--- config.mk ---
export PLATFORM = sky130hd
export DESIGN_NAME = bbs_keystream_xor_cipher
export DESIGN_NICKNAME = d
export VERILOG_FILES = /design/src/hdl/bbs_pkg.sv /design/src/hdl/bbs_keystream_xor_cipher.sv
export SDC_FILE = /design/constraint.sdc
export NUM_CORES = 1
export LEC_CHECK = 0
export CAP_MARGIN = 10
export CORE_MARGIN = 2
export CORE_UTILIZATION = 59
export CTS_CLUSTER_SIZE = 16
export DETAILED_ROUTE_END_ITERATION = 10
export DONT_BUFFER_PORTS = 1
export GPL_ROUTABILITY_DRIVEN = 1
export PLACE_DENSITY = 0.81
export SLEW_MARGIN = 20
export SYNTH_ARGS = -nofsm -noshare
export SYNTH_HDL_FRONTEND = slang
export SYNTH_SLANG_ARGS = --single-unit
--- constraint.sdc ---
create_clock -name clk -period 5.8 [get_ports clk]
set_input_delay 0.29 -clock clk [delete_from_list [all_inputs] [get_ports clk]]
set_output_delay 0.29 -clock clk [all_outputs]
set_load 0.02 [all_outputs]
--- src/hdl/bbs_pkg.sv ---
// Shared constants for the Blum Blum Shub keystream cipher.
package bbs_pkg;

	localparam int MOD_BITS_DEF = 32;
	localparam int CFG_W        = 32;
	localparam int BYTE_W       = 8;
	localparam int SQUARINGS    = 8;
	localparam int SQ_W         = $clog2(SQUARINGS);
	localparam int IDX_W        = 1;

	localparam logic [IDX_W-1:0] REG_MODULUS = 1'd0;
	localparam logic [IDX_W-1:0] REG_SEED    = 1'd1;

endpackage

--- src/hdl/bbs_keystream_xor_cipher.sv ---
// Blum Blum Shub keystream cipher with a bit-serial interleaved modular multiplier.
// Sequence: each squaring is a load step plus a multiply pass, and a byte takes eight squarings;
// a reduction pass comes first after a seed load or a modulus write.
// A new byte is accepted only in idle, once the previous result is posted; the multiply and
// reduce passes share one multiply-reduce step that handles one multiplier bit per cycle.
// Reset: async active low; generator value 0, modulus 1, seed 0, no output pending.
module bbs_keystream_xor_cipher
	import bbs_pkg::*;
#(
	parameter int MOD_BITS = MOD_BITS_DEF
) (
	input  logic              clk,
	input  logic              arst_n,
	input  logic              s_tvalid,
	output logic              s_tready,
	input  logic [BYTE_W-1:0] s_tdata,   // [7:0] data_byte
	input  logic              s_tuser,   // [0] message_start
	output logic              m_tvalid,
	input  logic              m_tready,
	output logic [BYTE_W-1:0] m_tdata,   // [7:0] out_byte
	input  logic              cfg_wr_en,
	input  logic [IDX_W-1:0]  cfg_index,
	input  logic [CFG_W-1:0]  cfg_data
);

	localparam int W     = MOD_BITS;
	localparam int CNT_W = $clog2(W);
	localparam logic [CNT_W-1:0] CNT_LAST = CNT_W'(W - 1);
	localparam logic [SQ_W-1:0]  SQ_LAST  = SQ_W'(SQUARINGS - 1);

	localparam logic [2:0] ST_IDLE = 3'd0;
	localparam logic [2:0] ST_RED  = 3'd1;
	localparam logic [2:0] ST_LOAD = 3'd2;
	localparam logic [2:0] ST_MUL  = 3'd3;
	localparam logic [2:0] ST_FIN  = 3'd4;

	logic [2:0]        state_q;
	logic [W-1:0]      mod_q;
	logic [W-1:0]      seed_q;
	logic [W-1:0]      x_q;
	logic [W-1:0]      acc_q;
	logic [W-1:0]      k_q;
	logic [CNT_W-1:0]  cnt_q;
	logic [SQ_W-1:0]   sq_q;
	logic [BYTE_W-1:0] key_q;
	logic [BYTE_W-1:0] data_q;
	logic [BYTE_W-1:0] out_q;
	logic              out_vld_q;
	logic              red_ok_q;

	logic [W-1:0]      cfg_val;
	logic [W+1:0]      addend;
	logic [W+1:0]      t_sum;
	logic [W+1:0]      d1;
	logic [W+1:0]      d2;
	logic [W-1:0]      nacc;
	logic              accept;
	logic              out_free;

	assign s_tready = (state_q == ST_IDLE);
	assign accept   = s_tvalid && s_tready;
	assign m_tvalid = out_vld_q;
	assign m_tdata  = out_q;
	assign out_free = !out_vld_q || m_tready;
	assign cfg_val  = W'(cfg_data);

	// reduce pass feeds raw bits; multiply pass feeds x when the multiplier bit is set
	always_comb begin
		if (state_q == ST_RED) begin
			addend = {{(W+1){1'b0}}, k_q[W-1]};
		end else if (k_q[W-1]) begin
			addend = {2'b00, x_q};
		end else begin
			addend = '0;
		end
		t_sum = {1'b0, acc_q, 1'b0} + addend;
		d1    = t_sum - {2'b00, mod_q};
		d2    = t_sum - {1'b0, mod_q, 1'b0};
		if (!d2[W+1]) begin
			nacc = d2[W-1:0];
		end else if (!d1[W+1]) begin
			nacc = d1[W-1:0];
		end else begin
			nacc = t_sum[W-1:0];
		end
	end

	always_ff @(posedge clk or negedge arst_n) begin
		if (!arst_n) begin
			state_q   <= ST_IDLE;
			mod_q     <= W'(1);
			seed_q    <= '0;
			x_q       <= '0;
			cnt_q     <= '0;
			sq_q      <= '0;
			out_vld_q <= 1'b0;
			red_ok_q  <= 1'b1;
		end else begin
			case (state_q)
				ST_IDLE: begin
					if (accept) begin
						data_q <= s_tdata;
						sq_q   <= '0;
						cnt_q  <= '0;
						acc_q  <= '0;
						if (s_tuser) begin
							x_q     <= seed_q;
							k_q     <= seed_q;
							state_q <= ST_RED;
						end else if (!red_ok_q) begin
							k_q     <= x_q;
							state_q <= ST_RED;
						end else begin
							state_q <= ST_LOAD;
						end
					end
				end
				ST_RED: begin
					acc_q <= nacc;
					k_q   <= {k_q[W-2:0], 1'b0};
					cnt_q <= cnt_q + CNT_W'(1);
					if (cnt_q == CNT_LAST) begin
						x_q     <= nacc;
						state_q <= ST_LOAD;
					end
				end
				ST_LOAD: begin
					k_q     <= x_q;
					acc_q   <= '0;
					cnt_q   <= '0;
					state_q <= ST_MUL;
				end
				ST_MUL: begin
					acc_q <= nacc;
					k_q   <= {k_q[W-2:0], 1'b0};
					cnt_q <= cnt_q + CNT_W'(1);
					if (cnt_q == CNT_LAST) begin
						x_q   <= nacc;
						key_q <= {key_q[BYTE_W-2:0], nacc[0]};
						sq_q  <= sq_q + SQ_W'(1);
						if (sq_q == SQ_LAST) begin
							state_q <= ST_FIN;
						end else begin
							state_q <= ST_LOAD;
						end
					end
				end
				ST_FIN: begin
					if (out_free) begin
						out_q   <= data_q ^ key_q;
						state_q <= ST_IDLE;
					end
				end
				default: begin
					state_q <= ST_IDLE;
				end
			endcase
			if ((state_q == ST_FIN) && out_free) begin
				out_vld_q <= 1'b1;
			end else if (m_tready) begin
				out_vld_q <= 1'b0;
			end
			if (cfg_wr_en && (cfg_index == REG_MODULUS)) begin
				red_ok_q <= 1'b0;
			end else if ((state_q == ST_RED) && (cnt_q == CNT_LAST)) begin
				red_ok_q <= 1'b1;
			end
			if (cfg_wr_en) begin
				case (cfg_index)
					REG_MODULUS: begin
						mod_q <= (cfg_val == '0) ? W'(1) : cfg_val;
					end
					REG_SEED: begin
						seed_q <= cfg_val;
					end
					default: begin
					end
				endcase
			end
		end
	end

	a_x_reduced: assert property (@(posedge clk) disable iff (!arst_n)
		(state_q == ST_MUL) |-> (x_q < mod_q))
		else $error("multiplicand not reduced");

	a_acc_reduced: assert property (@(posedge clk) disable iff (!arst_n)
		((state_q == ST_MUL) || (state_q == ST_RED)) |-> (acc_q < mod_q))
		else $error("accumulator out of range");

	a_last_sq: assert property (@(posedge clk) disable iff (!arst_n)
		((state_q == ST_MUL) && (cnt_q == CNT_LAST) && (sq_q == SQ_LAST))
		|=> (state_q == ST_FIN))
		else $error("missed end of byte");

	a_out_set: assert property (@(posedge clk) disable iff (!arst_n)
		((state_q == ST_FIN) && out_free) |=> (out_vld_q && (state_q == ST_IDLE)))
		else $error("result not posted");

endmodule

==> flow_metrics.py <==
metrics = {
    "status": {
        "outcome": "finished clean",
    },
    "detailed_routing": {
        "drtAntennaViolNets": 0,
        "viasPerCell": 6.53,
        "wire_per_inst_um": 23.1,
        "post-route-drc-count": 0,
        "drt-initial-drc-count": 1568,
        "drt_pass1_iterations": 10,
        "drt_wl_total_mm": 46.2,
        "num_vias": 13100,
    },
    "cts": {
        "cts_buffers": 17,
        "cts_sinks": 197,
        "clkTransAtPathRegs_ns": 0.08,
        "clockBufferDepth": 2,
        "clk_latency_ns": 0.46,
        "ctsHtreeMaxLevel": 4,
        "cts_tree": "done",
        "clockRootBuffer": "clkbuf_16",
    },
    "sta": {
        "maxSlewViolCount": 0,
        "rsz0062_at_grt": "yes",
        "max-slew-margin-rel_pct": 41.7,
        "finalHoldViolCount": 0,
        "worst_slew_pin_slew_ns": 0.871,
        "post-route-min-period_ns": 5.75,
        "clock_skew_ns": 0.0182,
        "fmax_ghz": 0.174,
        "period_share_pct": 99.1,
        "setup_viol_count_final": 0,
        "hold_ws_ns": 0.00324,
    },
    "logic_synthesis": {
        "synth_edf_count": 88,
        "synthCells": 1489,
        "ys_seq_area_share_pct": 38.8,
        "synth.avg_cell_area_um2": 9.31,
        "synth_compound_area_share_pct": 23.1,
        "synthSimpleGateAreaFrac_pct": 13.6,
        "synth_commonest_cells": "153 x a21oi_1, 116 x nand2_1, 108 x nor2_1",
        "synthArstFlopShare_pct": 55.3,
        "synthAdderAreaFrac_pct": 9.37,
        "yosysWarnings": 0,
        "yosysUniqueCellTypes": 86,
        "yosys.area_share.xor_xnor_pct": 5.56,
        "synth-main-ff-cell": "dfrtp_1",
        "synth_nets": 1638,
        "synth_most_common_cell": "a21oi_1",
        "syn_area_um2": 13900,
        "synthTopCellsByArea": "dfrtp_1 19%, edfxtp_1 19%, ha_1 8.9%, a21oi_1 5.5%, o21ai_0 3.5%",
        "ys_ff_latch": 197,
        "synth_top_family_by_area": "compound AO/OA/AOI/OAI gates",
        "synth_top_cell_by_area": "dfrtp_1",
        "synth.top_cell.area_share_pct": 19.3,
        "yosys-mux-area-fraction_pct": 4.92,
    },
    "global_routing": {
        "grt_pass1_wl_mm": 68.4,
        "antenna_found_initial": 2,
        "grt.overflow.total": 0,
        "grt_max_degree": 110,
        "grt_pass1_vias": 12500,
        "grtUsageTotal_pct": 36.5,
    },
    "critical_path": {
        "crit_path_max_fanout": 7,
        "crit_path_max_incr_delay_ns": 0.39,
        "r2r_end": "acc_q[3]$_SDFFCE_PP0P_",
        "crit_type": "reg2reg",
        "rr_startpoint": "state_q[2]$_DFFE_PN0P_",
        "worstPathRequired_ns": 6.00,
        "r2r_cells": 28,
        "cp.arrival_ns": 5.95,
        "cp-end-kind": "flop",
        "startpoint_type": "flop",
        "reg2reg_slack_ns": 0.05,
        "slowest_stage": "dfrtp_1",
    },
    "floorplanning": {
        "ios": 57,
        "die_y_um": 157,
        "core-area_um2": 23300,
        "dieWidth_um": 157,
        "rows": 56,
        "die_area_um2": 24700,
        "start_util_pct": 59.6,
    },
    "min_path": {
        "whs_path_depth": 2,
        "hold_path_class": "in2reg",
        "holdCritStartpoint": "cfg_data[18]",
        "hold_path_end": "mod_q[18]$_DFFE_PN0P_",
    },
    "layout": {
        "final_nets": 1816,
        "final_area_um2": 17200,
        "area_delta_synth_final_pct": 23.8,
        "final_core_util_pct": 73.8,
        "final_layout_size_suffix_gt1_share_pct": 21.9,
    },
    "placed_design": {
        "dpl.hpwl_mm": 32.0,
        "place_area_um2": 15400,
        "numPortBuffers": 0,
        "place.gp.congestion": 0.975,
    },
    "job": {
        "cap_violations": 0,
    },
}
==> flip-flops by register name (all words and copies together), names as in the netlist <==
name	flops
acc_q	32
cnt_q	5
data_q	8
k_q	32
key_q	8
m_tdata	8
m_tvalid	1
mod_q	32
red_ok_q	1
seed_q	32
sq_q	3
state_q	3
x_q	32
==> kinds of logic (layout without fill, tap and decap cells) <==
| group | count (synthesis) | in the layout |
|---|---|---|
| AOI/OAI and AO/OA | 483 | 483 |
| xor gates and xnor gates | 88 | 88 |
| adders and majority gates | 102 | 102 |
| buffers and inverters | 162 | 352 |
| DFF | 197 | 197 |
| muxes | 64 | 64 |
| other | 0 | 3 |
| and+or+nand+nor | 393 | 394 |
==> layer usage <==
metal	GRT usage, %	vias to the layer above	part of all wire, %
li1	-	5853	-
met1	47.1	6305	39
met2	59.4	743	47
met3	6.69	172	9.0
met4	17.8	4	5.2
met5	0	-	0.071
==> repair_timing <==
item	CTS	global route
endpoints found under the hold margin	175	0
cloned	1	1
pin swaps	3	21
setup buffers	2	9
setup endpoints to repair	65	65
hold buffers	41	0
resized for setup	24	105
==> how the worst max path moves through the flow <==
stage                                 startpoint                 endpoint  slack, ns  depth (start not counted)
after CTS                 state_q[2]$_DFFE_PN0P_       x_q[9]$_DFFE_PN0P_      0.004                         28
after global placement    state_q[2]$_DFFE_PN0P_      x_q[22]$_DFFE_PN0P_      -0.43                         28
after floorplan           state_q[0]$_DFFE_PN0P_  acc_q[21]$_SDFFCE_PP0P_       0.04                         27
final                     state_q[2]$_DFFE_PN0P_   acc_q[3]$_SDFFCE_PP0P_       0.05                         28
after global routing      state_q[2]$_DFFE_PN0P_      x_q[31]$_DFFE_PN0P_      -0.14                         28
after detailed placement  state_q[2]$_DFFE_PN0P_   acc_q[0]$_SDFFCE_PP0P_      -0.50                         26
==> cell type report <==
cell class	instances	area [um^2]
Sequential cell	197	5370
Clock inverter	11	91.3
Antenna cell	3	7.51
Tap cell	319	399
Fill cell	1657	6100
Inverter	92	345
Multi-Input combinational cell	1131	8550
Timing Repair Buffer	228	1960
Clock buffer	21	440
==> critical path, delay by kind of cell, from the launching register on <==
kind | cells | cell delay, ns
buffers and inverters | 5 | 0.81
AND/OR/NAND/NOR | 9 | 1.42
AO/OA/AOI/OAI | 9 | 1.81
flip-flops | 1 | 0.39
adder cells (fa/ha/maj) | 3 | 0.80
XOR/XNOR | 2 | 0.25
==> stage by stage <==
stage,TNS (ns),setup WS [ns],instances
finish,0,0.0533,2002
CTS,0,0.00415,1988
global route,-3.15,-0.141,2000
global placement,-22.03,-0.435,1911
detailed placement,-25.07,-0.498,1912
floorplan,0,0.0435,1489
==> cells in the final DEF, fill, tap and decap left out, types with 13 or more instances in the layout <==
cell,instances
nand2_1,114
a21o_1,42
nand2b_1,15
o21ai_0,84
a21boi_0,15
a221oi_1,16
dlygate4sd3_1,40
dfrtp_1,107
nor3_1,19
edfxtp_1,88
nand3_1,27
mux2_2,33
clkbuf_16,17
a222oi_1,25
and2_1,33
ha_1,83
mux2i_1,31
a21oi_2,15
nor2_1,103
inv_1,92
a21oi_1,135
xnor2_1,47
o21a_1,14
xor2_1,32
ha_4,13
buf_4,170
Power is left out: the tool's default activity adds up to more than one toggle a clock period on the data nets, which glitch-free logic cannot reach.
